**config.mk**
```make
export PLATFORM = sky130hd
export DESIGN_NAME = integer_text_formatter_unit
export DESIGN_NICKNAME = d
export VERILOG_FILES = /design/src/design/itf_pkg.sv /design/src/design/itf_digits.sv /design/src/design/integer_text_formatter_unit.sv
export SDC_FILE = /design/constraint.sdc
export NUM_CORES = 1
export LEC_CHECK = 0
export ABC_AREA = 1
export BUFFER_PORTS_ARGS = -buffer_cell sky130_fd_sc_hd__buf_4
export CORE_UTILIZATION = 43
export CTS_BUF_LIST = sky130_fd_sc_hd__clkbuf_4 sky130_fd_sc_hd__clkbuf_8
export DETAILED_ROUTE_END_ITERATION = 8
export PLACE_DENSITY = 0.72
export SKIP_LAST_GASP = 1
export SLEW_MARGIN = 20
export SYNTH_ARGS = -nofsm -noshare
export SYNTH_HDL_FRONTEND = slang
export SYNTH_HIERARCHICAL = 1
export SYNTH_SLANG_ARGS = --single-unit
```
**constraint.sdc**
```tcl
create_clock -name clk_i -period 11.7 [get_ports clk_i]
set_input_delay 1.17 -clock clk_i [delete_from_list [all_inputs] [get_ports clk_i]]
set_output_delay 1.17 -clock clk_i [all_outputs]
set_load 0.05 [all_outputs]
```
**src/design/itf_pkg.sv**
```systemverilog
// Shared types and constants for the integer text formatter.
package itf_pkg;

  typedef enum logic [1:0] {
    RADIX_DEC,
    RADIX_BIN,
    RADIX_OCT,
    RADIX_HEX
  } radix_e;

  // Control from the sequencer to the digit unit.
  typedef struct packed {
    logic   load;
    logic   shift;
    radix_e radix;
  } dig_ctrl_t;

  // Status from the digit unit to the sequencer.
  typedef struct packed {
    logic       done;
    logic [6:0] ndig;
    logic [3:0] digit;
  } dig_stat_t;

  localparam int unsigned DigBits = 80;
  localparam logic [7:0] AsciiZero = 8'h30;

  localparam logic [2:0] REG_NUM_FORMAT   = 3'd0;
  localparam logic [2:0] REG_GROUP_SIZE   = 3'd1;
  localparam logic [2:0] REG_SEPARATORS   = 3'd2;
  localparam logic [2:0] REG_DECIMALS     = 3'd3;
  localparam logic [2:0] REG_SIGN_STYLE   = 3'd4;
  localparam logic [2:0] REG_PAD_CHAR     = 3'd5;
  localparam logic [2:0] REG_FIELD_WIDTH  = 3'd6;
  localparam logic [2:0] REG_LAYOUT_FLAGS = 3'd7;

endpackage

```
**src/design/itf_digits.sv**
```systemverilog
// Digit unit: bit-serial binary to BCD conversion, digit normalization and digit shift-out.
module itf_digits import itf_pkg::*; (
  input  logic        clk_i,
  input  logic        rst_ni,
  input  dig_ctrl_t   ctrl_i,
  input  logic [63:0] mag_i,
  output dig_stat_t   stat_o
);

  typedef enum logic [1:0] {
    D_IDLE,
    D_CONV,
    D_NORM,
    D_READY
  } dstate_e;

  dstate_e              state_q, state_d;
  radix_e               radix_q, radix_d;
  logic [DigBits-1:0]   dr_q, dr_d;
  logic [63:0]          mag_q, mag_d;
  logic [6:0]           cnt_q, cnt_d;
  logic [6:0]           slots_q, slots_d;
  logic [3:0]           top;
  logic [DigBits-1:0]   dr_shifted;
  logic [DigBits-1:0]   adj;

  always_comb begin
    unique case (radix_q)
      RADIX_BIN: begin
        top        = {3'b000, dr_q[DigBits-1]};
        dr_shifted = dr_q << 1;
      end
      RADIX_OCT: begin
        top        = {1'b0, dr_q[DigBits-1 -: 3]};
        dr_shifted = dr_q << 3;
      end
      default: begin
        top        = dr_q[DigBits-1 -: 4];
        dr_shifted = dr_q << 4;
      end
    endcase
  end

  // Double-dabble correction: every BCD digit of five or more gets three added.
  always_comb begin
    for (int i = 0; i < DigBits / 4; i++) begin
      adj[4*i +: 4] = (dr_q[4*i +: 4] >= 4'd5) ? dr_q[4*i +: 4] + 4'd3 : dr_q[4*i +: 4];
    end
  end

  always_comb begin
    state_d = state_q;
    radix_d = radix_q;
    dr_d    = dr_q;
    mag_d   = mag_q;
    cnt_d   = cnt_q;
    slots_d = slots_q;
    if (ctrl_i.load) begin
      radix_d = ctrl_i.radix;
      unique case (ctrl_i.radix)
        RADIX_BIN: begin
          dr_d    = {mag_i, 16'h0000};
          slots_d = 7'd64;
          state_d = D_NORM;
        end
        RADIX_OCT: begin
          dr_d    = {2'b00, mag_i, 14'h0000};
          slots_d = 7'd22;
          state_d = D_NORM;
        end
        RADIX_HEX: begin
          dr_d    = {mag_i, 16'h0000};
          slots_d = 7'd16;
          state_d = D_NORM;
        end
        default: begin
          dr_d    = '0;
          mag_d   = mag_i;
          cnt_d   = 7'd64;
          state_d = D_CONV;
        end
      endcase
    end else begin
      unique case (state_q)
        D_CONV: begin
          dr_d  = {adj[DigBits-2:0], mag_q[63]};
          mag_d = mag_q << 1;
          cnt_d = cnt_q - 7'd1;
          if (cnt_q == 7'd1) begin
            slots_d = 7'd20;
            state_d = D_NORM;
          end
        end
        D_NORM: begin
          // Strip leading zero digits, but always keep at least one digit.
          if (top == 4'd0 && slots_q > 7'd1) begin
            dr_d    = dr_shifted;
            slots_d = slots_q - 7'd1;
          end else begin
            state_d = D_READY;
          end
        end
        D_READY: begin
          if (ctrl_i.shift) begin
            dr_d = dr_shifted;
          end
        end
        default: begin
        end
      endcase
    end
  end

  always_ff @(posedge clk_i or negedge rst_ni) begin
    if (!rst_ni) begin
      state_q <= D_IDLE;
      radix_q <= RADIX_DEC;
    end else begin
      state_q <= state_d;
      radix_q <= radix_d;
    end
  end

  always_ff @(posedge clk_i) begin
    dr_q    <= dr_d;
    mag_q   <= mag_d;
    cnt_q   <= cnt_d;
    slots_q <= slots_d;
  end

  assign stat_o.done  = (state_q == D_READY);
  assign stat_o.ndig  = slots_q;
  assign stat_o.digit = top;

endmodule

```
**src/design/integer_text_formatter_unit.sv**
```systemverilog
// Top level: formats one signed 64-bit integer as ASCII text in packed words.
// Sequence: bit-serial conversion in decimal mode, stripping of leading zero digits, group
// counting over the digits (skipped when grouping is off), a layout step, then emission of
// the characters (separators included) through nine text segments.
// Throughput: one value at a time; start is taken again once busy falls after the last word.
// Reset: async, active low, control and config registers only; the receiver cannot stall.
module integer_text_formatter_unit import itf_pkg::*; #(
  parameter int unsigned CHARS_PER_RESULT = 8
) (
  input  logic        clk_i,
  input  logic        rst_ni,
  input  logic        start,
  output logic        busy,
  input  logic [63:0] value_i,
  input  logic        cfg_we_i,
  input  logic [2:0]  cfg_idx_i,
  input  logic [15:0] cfg_data_i,
  output logic        out_valid_o,
  output logic [63:0] chars_o,
  output logic [3:0]  char_count_o,
  output logic        last_word_o,
  output logic        overflow_error_o
);

  typedef enum logic [2:0] {
    ST_IDLE,
    ST_DIGITS,
    ST_GROUP,
    ST_LEN,
    ST_EMIT
  } state_e;

  typedef enum logic [3:0] {
    SEG_PAD1,
    SEG_FRONT,
    SEG_PAD2,
    SEG_PRE,
    SEG_DIG,
    SEG_SUF,
    SEG_PAD3,
    SEG_BACK,
    SEG_PAD4
  } seg_e;

  localparam logic [3:0] WordLast = 4'(CHARS_PER_RESULT - 1);

  // Configuration registers.
  logic [3:0]  fmt_q, fmt_d;
  logic [3:0]  grp_q, grp_d;
  logic [15:0] sep_q, sep_d;
  logic [6:0]  dec_q, dec_d;
  logic [2:0]  style_q, style_d;
  logic [7:0]  padc_q, padc_d;
  logic [7:0]  fw_q, fw_d;
  logic [1:0]  flags_q, flags_d;

  state_e      state_q, state_d;
  seg_e        seg_q, seg_d, seg_nx;
  logic        neg_q, neg_d;
  logic        zero_q, zero_d;
  logic [6:0]  j_q, j_d;
  logic [3:0]  m_q, m_d;
  logic [6:0]  sepn_q, sepn_d;
  logic [7:0]  rem_q, rem_d;
  logic [7:0]  cnt_q, cnt_d;
  logic        sep_pend_q, sep_pend_d;
  logic [63:0] wbuf_q, wbuf_d;
  logic [3:0]  wcnt_q, wcnt_d;

  logic        valid_q, valid_d;
  logic [63:0] chars_q, chars_d;
  logic [3:0]  count_q, count_d;
  logic        last_q, last_d;
  logic        err_q, err_d;

  dig_ctrl_t   dctrl;
  dig_stat_t   dstat;
  logic [63:0] mag;

  // Layout, from registers the user must keep stable while an item is in work (not enforced).
  logic        is_dec, right, fixed, sign_first, lower;
  logic [1:0]  pre_len;
  logic [7:0]  suf_len;
  logic [7:0]  fch, bch;
  logic        flen, blen;
  logic [8:0]  total;
  logic [7:0]  pad;
  logic        ovf;
  logic [7:0]  pad1, pad2, pad3, pad4, nx_len;
  logic [7:0]  ch, digch;
  logic        emit;
  logic [63:0] wb;
  radix_e      radix;

  itf_digits u_digits (
    .clk_i  (clk_i),
    .rst_ni (rst_ni),
    .ctrl_i (dctrl),
    .mag_i  (mag),
    .stat_o (dstat)
  );

  always_comb begin
    unique case (fmt_q) inside
      4'd1, 4'd2:               radix = RADIX_BIN;
      4'd3, 4'd4:               radix = RADIX_OCT;
      [4'd5:4'd8]:              radix = RADIX_HEX;
      default:                  radix = RADIX_DEC;
    endcase
  end

  assign is_dec = (fmt_q == 4'd0) || (fmt_q > 4'd8);
  assign lower  = (fmt_q == 4'd5) || (fmt_q == 4'd7);
  assign right  = flags_q[0];
  assign fixed  = flags_q[1];
  assign sign_first = !((style_q == 3'd6) || (style_q == 3'd7) || (padc_q == AsciiZero) ||
                        (fixed && ((style_q == 3'd4) || (style_q == 3'd5))));

  always_comb begin
    if (zero_q) begin
      pre_len = 2'd0;
      suf_len = 8'd0;
    end else begin
      pre_len = (fmt_q == 4'd3) ? 2'd1 :
                ((fmt_q == 4'd7) || (fmt_q == 4'd8)) ? 2'd2 : 2'd0;
      suf_len = ((fmt_q == 4'd0) && (dec_q != 7'd0)) ? {1'b0, dec_q} + 8'd1 :
                (fmt_q == 4'd2) ? 8'd1 : 8'd0;
    end
  end

  // Sign characters in front of and behind the number.
  always_comb begin
    flen = 1'b0;
    blen = 1'b0;
    fch  = 8'h2D;
    bch  = 8'h2D;
    if (neg_q) begin
      unique case (style_q)
        3'd0, 3'd1: flen = 1'b1;
        3'd2, 3'd3: blen = 1'b1;
        3'd6, 3'd7: begin
          flen = right;
          blen = !right;
        end
        default: begin
          flen = 1'b1;
          blen = 1'b1;
          fch  = 8'h28;
          bch  = 8'h29;
        end
      endcase
    end else begin
      fch = 8'h2B;
      bch = 8'h2B;
      unique case (style_q)
        3'd1: flen = 1'b1;
        3'd3: blen = 1'b1;
        3'd7: begin
          flen = right;
          blen = !right;
        end
        3'd5: begin
          flen = 1'b1;
          blen = 1'b1;
          fch  = padc_q;
          bch  = padc_q;
        end
        default: begin
        end
      endcase
    end
  end

  assign total = 9'(pre_len) + 9'(dstat.ndig) + 9'(sepn_q) + 9'(suf_len) +
                 9'(flen) + 9'(blen);
  assign pad   = ({1'b0, fw_q} > total) ? 8'({1'b0, fw_q} - total) : 8'd0;
  assign ovf   = fixed && (fw_q != 8'd0) && (total > {1'b0, fw_q});
  assign pad1  = (sign_first && right) ? pad : 8'd0;
  assign pad2  = (!sign_first && right) ? pad : 8'd0;
  assign pad3  = (!sign_first && !right) ? pad : 8'd0;
  assign pad4  = (sign_first && !right) ? pad : 8'd0;

  always_comb begin
    if (dstat.digit < 4'd10) begin
      digch = AsciiZero + {4'd0, dstat.digit};
    end else begin
      digch = {4'd0, dstat.digit} - 8'd10 + (lower ? 8'h61 : 8'h41);
    end
  end

  always_comb begin
    unique case (seg_q)
      SEG_PAD1:  seg_nx = SEG_FRONT;
      SEG_FRONT: seg_nx = SEG_PAD2;
      SEG_PAD2:  seg_nx = SEG_PRE;
      SEG_PRE:   seg_nx = SEG_DIG;
      SEG_DIG:   seg_nx = SEG_SUF;
      SEG_SUF:   seg_nx = SEG_PAD3;
      SEG_PAD3:  seg_nx = SEG_BACK;
      SEG_BACK:  seg_nx = SEG_PAD4;
      default:   seg_nx = SEG_PAD4;
    endcase
    unique case (seg_nx)
      SEG_FRONT: nx_len = 8'(flen);
      SEG_PAD2:  nx_len = pad2;
      SEG_PRE:   nx_len = 8'(pre_len);
      SEG_DIG:   nx_len = 8'(dstat.ndig);
      SEG_SUF:   nx_len = suf_len;
      SEG_PAD3:  nx_len = pad3;
      SEG_BACK:  nx_len = 8'(blen);
      SEG_PAD4:  nx_len = pad4;
      default:   nx_len = pad1;
    endcase
  end

  always_comb begin
    fmt_d      = fmt_q;
    grp_d      = grp_q;
    sep_d      = sep_q;
    dec_d      = dec_q;
    style_d    = style_q;
    padc_d     = padc_q;
    fw_d       = fw_q;
    flags_d    = flags_q;
    state_d    = state_q;
    seg_d      = seg_q;
    neg_d      = neg_q;
    zero_d     = zero_q;
    j_d        = j_q;
    m_d        = m_q;
    sepn_d     = sepn_q;
    rem_d      = rem_q;
    cnt_d      = cnt_q;
    sep_pend_d = sep_pend_q;
    wbuf_d     = wbuf_q;
    wcnt_d     = wcnt_q;
    valid_d    = 1'b0;
    chars_d    = chars_q;
    count_d    = count_q;
    last_d     = last_q;
    err_d      = err_q;
    dctrl.load  = 1'b0;
    dctrl.shift = 1'b0;
    dctrl.radix = radix;
    mag   = value_i[63] ? (~value_i + 64'd1) : value_i;
    emit  = 1'b0;
    ch    = padc_q;
    wb    = wbuf_q;

    if (cfg_we_i) begin
      unique case (cfg_idx_i)
        REG_NUM_FORMAT:   fmt_d   = cfg_data_i[3:0];
        REG_GROUP_SIZE:   grp_d   = cfg_data_i[3:0];
        REG_SEPARATORS:   sep_d   = cfg_data_i;
        REG_DECIMALS:     dec_d   = cfg_data_i[6:0];
        REG_SIGN_STYLE:   style_d = cfg_data_i[2:0];
        REG_PAD_CHAR:     padc_d  = cfg_data_i[7:0];
        REG_FIELD_WIDTH:  fw_d    = cfg_data_i[7:0];
        REG_LAYOUT_FLAGS: flags_d = cfg_data_i[1:0];
        default: begin
        end
      endcase
    end

    unique case (state_q)
      ST_IDLE: begin
        if (start) begin
          neg_d      = value_i[63];
          zero_d     = (value_i == 64'd0);
          dctrl.load = 1'b1;
          state_d    = ST_DIGITS;
        end
      end
      ST_DIGITS: begin
        if (dstat.done) begin
          j_d     = 7'd1;
          m_d     = 4'd0;
          sepn_d  = 7'd0;
          state_d = ST_GROUP;
        end
      end
      ST_GROUP: begin
        // Walk the digits from the least significant end; m ends at (digits-1) mod group.
        if ((grp_q == 4'd0) || (j_q >= dstat.ndig)) begin
          state_d = ST_LEN;
        end else begin
          if (m_q + 4'd1 == grp_q) begin
            sepn_d = sepn_q + 7'd1;
            m_d    = 4'd0;
          end else begin
            m_d = m_q + 4'd1;
          end
          j_d = j_q + 7'd1;
        end
      end
      ST_LEN: begin
        if (ovf) begin
          valid_d = 1'b1;
          chars_d = 64'd0;
          count_d = 4'd0;
          last_d  = 1'b1;
          err_d   = 1'b1;
          state_d = ST_IDLE;
        end else begin
          seg_d      = SEG_PAD1;
          cnt_d      = pad1;
          rem_d      = 8'(total + 9'(pad));
          sep_pend_d = 1'b0;
          wbuf_d     = 64'd0;
          wcnt_d     = 4'd0;
          state_d    = ST_EMIT;
        end
      end
      ST_EMIT: begin
        if (cnt_q == 8'd0 && !sep_pend_q) begin
          if (seg_q == SEG_PAD4) begin
            state_d = ST_IDLE;
          end else begin
            seg_d = seg_nx;
            cnt_d = nx_len;
          end
        end else begin
          emit  = 1'b1;
          cnt_d = cnt_q - 8'd1;
          unique case (seg_q)
            SEG_FRONT: ch = fch;
            SEG_BACK:  ch = bch;
            SEG_PRE:   ch = (cnt_q == 8'(pre_len)) ? AsciiZero : 8'h78;
            SEG_SUF: begin
              if (!is_dec) begin
                ch = 8'h62;
              end else if (cnt_q == suf_len) begin
                ch = sep_q[15:8];
              end else begin
                ch = AsciiZero;
              end
            end
            SEG_DIG: begin
              if (sep_pend_q) begin
                ch         = sep_q[7:0];
                sep_pend_d = 1'b0;
                cnt_d      = cnt_q;
              end else begin
                ch          = digch;
                dctrl.shift = 1'b1;
                // A separator follows every digit with a nonzero multiple of the group after it.
                if (cnt_q > 8'd1 && grp_q != 4'd0) begin
                  if (m_q == 4'd0) begin
                    sep_pend_d = 1'b1;
                    m_d        = grp_q - 4'd1;
                  end else begin
                    m_d = m_q - 4'd1;
                  end
                end
              end
            end
            default: ch = padc_q;
          endcase
        end
      end
      default: begin
      end
    endcase

    if (emit) begin
      wb[8*wcnt_q[2:0] +: 8] = ch;
      rem_d = rem_q - 8'd1;
      if (wcnt_q == WordLast || rem_q == 8'd1) begin
        valid_d = 1'b1;
        chars_d = wb;
        count_d = wcnt_q + 4'd1;
        last_d  = (rem_q == 8'd1);
        err_d   = 1'b0;
        wbuf_d  = 64'd0;
        wcnt_d  = 4'd0;
      end else begin
        wbuf_d = wb;
        wcnt_d = wcnt_q + 4'd1;
      end
    end
  end

  always_ff @(posedge clk_i or negedge rst_ni) begin
    if (!rst_ni) begin
      fmt_q      <= 4'd0;
      grp_q      <= 4'd0;
      sep_q      <= 16'h2E2C;
      dec_q      <= 7'd0;
      style_q    <= 3'd0;
      padc_q     <= 8'h20;
      fw_q       <= 8'd0;
      flags_q    <= 2'd0;
      state_q    <= ST_IDLE;
      seg_q      <= SEG_PAD1;
      sep_pend_q <= 1'b0;
      valid_q    <= 1'b0;
    end else begin
      fmt_q      <= fmt_d;
      grp_q      <= grp_d;
      sep_q      <= sep_d;
      dec_q      <= dec_d;
      style_q    <= style_d;
      padc_q     <= padc_d;
      fw_q       <= fw_d;
      flags_q    <= flags_d;
      state_q    <= state_d;
      seg_q      <= seg_d;
      sep_pend_q <= sep_pend_d;
      valid_q    <= valid_d;
    end
  end

  always_ff @(posedge clk_i) begin
    neg_q   <= neg_d;
    zero_q  <= zero_d;
    j_q     <= j_d;
    m_q     <= m_d;
    sepn_q  <= sepn_d;
    rem_q   <= rem_d;
    cnt_q   <= cnt_d;
    wbuf_q  <= wbuf_d;
    wcnt_q  <= wcnt_d;
    chars_q <= chars_d;
    count_q <= count_d;
    last_q  <= last_d;
    err_q   <= err_d;
  end

  assign busy             = (state_q != ST_IDLE);
  assign out_valid_o      = valid_q;
  assign chars_o          = chars_q;
  assign char_count_o     = count_q;
  assign last_word_o      = last_q;
  assign overflow_error_o = err_q;

`ifndef ASSERT_OFF
  a_ovf_word: assert property (@(posedge clk_i) disable iff (!rst_ni)
    out_valid_o && overflow_error_o |-> char_count_o == 4'd0 && last_word_o)
    else $error("overflow result carries characters");
  a_mid_word_busy: assert property (@(posedge clk_i) disable iff (!rst_ni)
    out_valid_o && !last_word_o |-> busy)
    else $error("text stopped before its last word");
  a_start_busy: assert property (@(posedge clk_i) disable iff (!rst_ni)
    start && !busy |=> busy)
    else $error("accepted value did not raise busy");
  a_word_count: assert property (@(posedge clk_i) disable iff (!rst_ni)
    out_valid_o && !overflow_error_o |->
      char_count_o != 4'd0 && char_count_o <= 4'(CHARS_PER_RESULT))
    else $error("word character count out of range");
`endif

endmodule
```
# ---- Word-level counts from Yosys, hierarchy flattened
# Memories as Yosys holds them, arrays and structs flattened.
# Cells that the tools add are included.
dict set report classes {
  add_sub_neg 43
  n_mul 0
  n_div 0
  magnitude_cmp 29
  n_eq_ne 76
  n_shift 2
  muxes 157
  n_bitwise 1
  reduce_logical 76
}
# operator count
set ops {}
lappend ops {{$mux W64} 12}
lappend ops {{$pmux W80 S2} 2}
lappend ops {{$mux W80} 3}
lappend ops {{$pmux W80 S3} 1}
lappend ops {{$mux W8} 24}
lappend ops {{$mux W4} 38}
lappend ops {{$ge A4 B3 Y1 const B} 21}
lappend ops {{$mux W7} 12}
lappend ops {{$add A4 B2 Y4 const B} 19}
lappend ops {{$add A64 B1 Y64 const B} 1}
lappend ops {{$bwmux W64} 1}
lappend ops {{$logic_not A64 Y1} 1}
lappend ops {{$not A64 Y64} 1}
lappend ops {{$pmux W8 S8} 1}
lappend ops {{$shift A8 B34 Y64 const A} 1}
lappend ops {{$shiftx A8 B34 Y64} 1}
lappend ops {{$eq A4 B3 Y1 const B} 11}
lappend ops {{$pmux W7 S2} 3}
lappend ops {{$pmux W8 S5} 1}
lappend ops {{$neg A6 Y34} 1}
lappend ops {{$mux W1} 29}
lappend ops {{$ne A2 B2 Y1 const B} 14}
lappend ops {{$eq A3 B3 Y1 const B} 9}
lappend ops {{$mux W3} 9}
lappend ops {{72 further kinds} 168}
dict set report totals {
  reg_bits 397
  latch_bits 0
  ram_bits 0
  mem_bits_ro 32
  out_inout_bits 72
  word_cells 416
  mem_count 1
}
# memory depth width rd rd_clocked_by_memory_dff wr line
set memory_table {}
lappend memory_table {{(no name shown)} 8 4 1 0 0 integer_text_formatter_unit.sv:192} ;# unique case (seg_q)

# ---- Depth between registers and ports, before layout
dict set report depth {
  ltp_word 17
  depth_mapped 39
}

# ---- Hierarchy
# Netlist, hierarchy kept.
# module n_inst cells_per_inst area_per_inst_um2 seq_area_each_um2
set modules_own_cells {}
lappend modules_own_cells {integer_text_formatter_unit 1 2063 15627.5 6060.8}
lappend modules_own_cells {itf_digits 1 1469 11324.6 4844.6}

# ---- Least setup slack after synthesis
# Ideal clock, no wire load.
dict set report synth_timing {
  path_type {in2reg}
  startpoint {in start}
  endpoint {reg u_digits.dr_q[0], enable pin}
  t_arrival_ns 5.897
  required_time_ns 11.156
  slack_ns 5.259
  stages 6
  path_buffers 2
  cell_sequence {inv_1 nor2_1 clkinv_1 clkbuf_1 buf_2 a21oi_1}
}
# item line
set synth_rtl {}
lappend synth_rtl {{from (decl)} integer_text_formatter_unit.sv:12} ;# input logic start,
lappend synth_rtl {{to (signal assigned)} itf_digits.sv:125} ;# dr_q <= dr_d;
lappend synth_rtl {{to (decl)} itf_digits.sv:19} ;# logic [DigBits-1:0] dr_q, dr_d;

# ---- Worst setup path after layout
dict set report layout_timing {
  startpoint {reg dec_q[0]}
  endpoint {reg rem_q[7], data pin}
}
dict set report layout_via {
  elab_chain_cells 13
  elab_cells_between_ends 15
  classes_between {add/sub (6); order compare (1); mux (6); reduce/logical (2)}
}
# item line
set layout_lines {}
lappend layout_lines {{from (decl)} integer_text_formatter_unit.sv:51} ;# logic [6:0] dec_q, dec_d;
lappend layout_lines {{from (signal assigned)} integer_text_formatter_unit.sv:388} ;# dec_q <= 7'd0;
lappend layout_lines {{from (signal assigned)} integer_text_formatter_unit.sv:401} ;# dec_q <= dec_d;
lappend layout_lines {{parallel branches: the longest is 2 deep, another holds $add A7 B1 Y8} --}
lappend layout_lines {{$mux W8 *} integer_text_formatter_unit.sv:126} ;# suf_len = ((fmt_q == 4'd0) && (dec_q != 7'd0)) ? {1'b0, dec_q} + 8'd1 :
lappend layout_lines {{$mux W8 *} integer_text_formatter_unit.sv:120} ;# if (zero_q) begin
lappend layout_lines {{$add A9 B8 Y9 *} integer_text_formatter_unit.sv:174} ;# assign total = 9'(pre_len) + 9'(dstat.ndig) + 9'(sepn_q) + 9'(suf_len) +
lappend layout_lines {{$add A9 B1 Y9 *} integer_text_formatter_unit.sv:174}
lappend layout_lines {{$add A9 B1 Y9 *} integer_text_formatter_unit.sv:175} ;# 9'(flen) + 9'(blen);
lappend layout_lines {{$sub A8 B8 Y8 or $gt A8 B9 Y1 (tied branches)} integer_text_formatter_unit.sv:176} ;# assign pad = ({1'b0, fw_q} > total) ? 8'({1'b0, fw_q} - total) : 8'd0;
lappend layout_lines {{$mux W8} integer_text_formatter_unit.sv:176}
lappend layout_lines {{$add A8 B8 Y8 *} integer_text_formatter_unit.sv:307} ;# rem_d = 8'(total + 9'(pad));
lappend layout_lines {{$mux W8 *} integer_text_formatter_unit.sv:297} ;# if (ovf) begin
lappend layout_lines {{$mux W8 *} integer_text_formatter_unit.sv:265} ;# unique case (state_q)
lappend layout_lines {{$mux W8 *} integer_text_formatter_unit.sv:365} ;# if (emit) begin
lappend layout_lines {{net rem_d[7]} integer_text_formatter_unit.sv:64} ;# logic [7:0] rem_q, rem_d;
lappend layout_lines {{to (signal assigned)} integer_text_formatter_unit.sv:419} ;# rem_q <= rem_d;
lappend layout_lines {{to (decl)} integer_text_formatter_unit.sv:64}
# Mark *: on every way through the listed nets, which the timed path passes. The select of a mux whose other input is x is not followed.
# A chain may end at the register's enable or synchronous reset.

==> impl_metrics.csv <==
group,metric,value,unit
hold_path,hp-class,"flop to flop",
yosys,synthFlopType,"edfxtp_1",
global_route,grt_usage,0.224,
critical_path,timing.critical_path.mode_cell,"nand2_1",
critical_path,crit_buf_inv,4,
yosys,synthArstFlopShare,0.164,
floorplanning,die_area,63700,sq um
layout,fillers,5959,
critical_path,endpoint_kind,"flop",
floorplanning,die_y,252,um
placement,gp_congestion,0.955,
run_status,status,"complete, no violations",
power_and_ir_drop,p_leak,13.5,nW
critical_path,cp_max_fo,10,
global_route,grt_pass1_vias,22600,
yosys,synth-edff-count,262,
yosys,ys_seq_elements,397,
yosys,netlist_area,27000,sq um
yosys,synthTopCellsByCount,"nand2_1 (924), inv_1 (370), nand3_1 (305)",
floorplanning,coreArea,61800,sq um
floorplanning,rows,91,
sta,maxSlewViolCount,0,
sta,hold_ws,0.450,ns
layout,final_nets,3862,
detailed_routing,routedWlPerCell,15.9,um
clocking,root_buffer,"clkbuf_8",
sta,finalSetupViolCount,0,
global_route,antenna_found_initial,0,
sta,max_freq,153,MHz
clocking,cts-resized-gates,0,
layout,diodes,0,
detailed_routing,first_iter_violations,2076,
placement,io_buffer_count,158,
detailed_routing,avgViaCountPerCell,5.37,
clocking,cts_max_path_buffers,3,
clocking,clk_latency,0.68,ns
critical_path,required,12.10,ns
sta,worstMarginPinSlew,1.08,ns
critical_path,cp_slowest_cell,"fa_1",
floorplanning,io_pins,159,
yosys,synthDistinctLibCells,65,
power_and_ir_drop,power.density,304,nW/um^2
critical_path,max_stage_delay,0.51,ns
detailed_routing,route.vias.total,24400,
sta,fin_skew,0.0389,ns
detailed_routing,drt-total-wl,72200,um
power_and_ir_drop,total_power,9.16,mW
clocking,cts_htree_levels,3,
yosys,seq_area_frac_synth,0.405,
yosys,synth.area.top_cells,"edfxtp_1 (29%), nand2_1 (13%), nand3_1 (5.7%)",
clocking,clock_sinks,397,
detailed_routing,drt_first_pass_iters,5,
critical_path,worst_setup_path_start_kind,"flop",
global_route,grt_pass1_wl,116000,um
sta,finalCritPeriodShare,0.560,
critical_path,arrival,6.95,ns
sta,setup_tns,0,ns
detailed_routing,drtAntennaViolNets,0,
yosys,syn_inst,3532,
clocking,cts_buffers,70,
clocking,tritoncts,"yes",
yosys,syn_avg_cell_area,7.63,sq um
power_and_ir_drop,ir_drop,0.138,mV
yosys,yosys.area.top_type,"edfxtp_1",
yosys,syn_nets,3748,
yosys,ys_warn_count,6,
sta,hold_viol_final,0,
global_route,grt_max_degree,85,
yosys,yosysMostFrequentCell,"nand2_1",
layout,area_growth,12.0,%
clocking,postCtsSetupRepairBufs,0,
floorplanning,initial_core_util,0.436,
sta,slew_headroom,0.280,
global_route,grt-ovfl-total,0,
yosys,synth_top_area_frac,0.292,
sta,period_needed,6.55,ns
layout,final_layout_size_suffix_gt1_frac,0.125,
clocking,cts_hold_buffers,0,
layout,seqCellArea,10900,sq um
sta,grt_setup_unrepaired,"false",
placement,dp_hpwl,50300,um
layout,multi_input_area,14000,sq um
critical_path,crit_family,"adder cells",
floorplanning,die_x,252,um
clocking,clk_pin_slew_worst_paths,0.06,ns
critical_path,crit_type,"flop to flop",
detailed_routing,drc,0,
job,drv_cap,0,
==> worst register-to-register path, delay by kind of cell, from the launching register on <==
family / cells / cell delay [ns]
AND/OR/NAND/NOR: 15 / 1.55
adder cells (fa/ha/maj): 7 / 2.48
AO/OA/AOI/OAI: 7 / 1.04
flip-flops: 1 / 0.44
XOR/XNOR: 3 / 0.56
buffers and inverters: 4 / 0.23
==> area by class of cell <==
class	count	area share
Clock buffer	106	0.0438
Clock inverter	18	0.00423
Inverter	386	0.0482
Multi-Input combinational cell	2615	0.464
Sequential cell	397	0.361
Tap cell	837	0.0347
Timing Repair Buffer	176	0.0438
==> final timing paths <==
path,from,end,slack (ns),cells after the start
min reg2reg,overflow_error_o$_DFF_P_,overflow_error_o$_DFF_P_,0.45,2
max reg2reg,dec_q[0]$_DFFE_PN0P_,rem_q[7]$_DFFE_PP_,5.15,36
min in group asynchronous,rst_ni,state_q[1]$_DFFE_PN0P_,0.62,1
max,dec_q[0]$_DFFE_PN0P_,rem_q[7]$_DFFE_PP_,5.15,36
min,overflow_error_o$_DFF_P_,overflow_error_o$_DFF_P_,0.45,2
max in group asynchronous,rst_ni,fmt_q[1]$_DFFE_PN0P_,10.42,1
==> per-stage QoR <==
| step | area, sq um | util | cells | setup WS, ns |
|---|---|---|---|---|
| after floorplan | 27000 | - | 3532 | 5.26 |
| after global placement | 28700 | 0.465 | 4411 | 5.38 |
| after detailed placement | 28700 | 0.465 | 4411 | 5.18 |
| after CTS | 30200 | 0.488 | 4535 | 5.18 |
| after global routing | 30200 | 0.488 | 4535 | 4.63 |
| final | 30200 | 0.488 | 4535 | 5.15 |
==> report_power, final <==
part	internal, mW	switching, mW
Clock	0.728	0.609
Sequential	2.34	0.383
Combinational	1.73	3.37
==> cell usage in the layout (no fill, tap or decap), types with 7 or more instances in the layout <==
master      n
ha_1      116
inv_1     370
mux2_2      8
o211ai_1   14
xor2_1     76
clkinv_1    9
inv_2      13
edfxtp_1  262
a21oi_1   197
nand3_1   305
nand4_2     7
dfrtp_1    57
buf_4     176
o221ai_1   69
dfstp_2     8
dfxtp_1    70
xnor2_1    29
nor2_1    295
fa_1       12
o22ai_1     8
o21ai_1    52
nand2_2    11
nor3_1     43
clkbuf_8   84
nor4_1     14
a31oi_1    14
nor2_2     17
o21ai_0   212
nand2_4     7
clkbuf_4   22
nand3_2     8
nand4_1    53
or2_2      70
nand2_1   920
==> state kept, by name, indices dropped and copies added (netlist names), 4 cells and up <==
| signal | cells |
|---|---|
| u_digits/cnt_q | 7 |
| rem_q | 8 |
| u_digits/slots_q | 7 |
| wcnt_q | 4 |
| u_digits/dr_q | 80 |
| char_count_o | 4 |
| seg_q | 4 |
| sep_q | 16 |
| padc_q | 8 |
| grp_q | 4 |
| sepn_q | 7 |
| u_digits/mag_q | 64 |
| fw_q | 8 |
| j_q | 7 |
| fmt_q | 4 |
| wbuf_q | 64 |
| chars_o | 64 |
| m_q | 4 |
| dec_q | 7 |
| cnt_q | 8 |
==> cells by family after synthesis <==
logic type	synth area share
simple gates	0.290
mux	0.00371
flops	0.405
fa+ha+maj	0.0632
buf+inv	0.0771
compound gates	0.128
xor+xnor	0.0341
==> routing by layer <==
layer  vias up  global-route usage  wire length, um  part of all wire
met4         0              0.0755             1900             0.026
li1      12100                   -                -                 -
met3       125              0.0327             4720             0.065
met2       845               0.369            33700              0.47
met5         -                   0                0                 0
met1     11300               0.302            31800              0.44
Power figures use the tool's default switching activity.
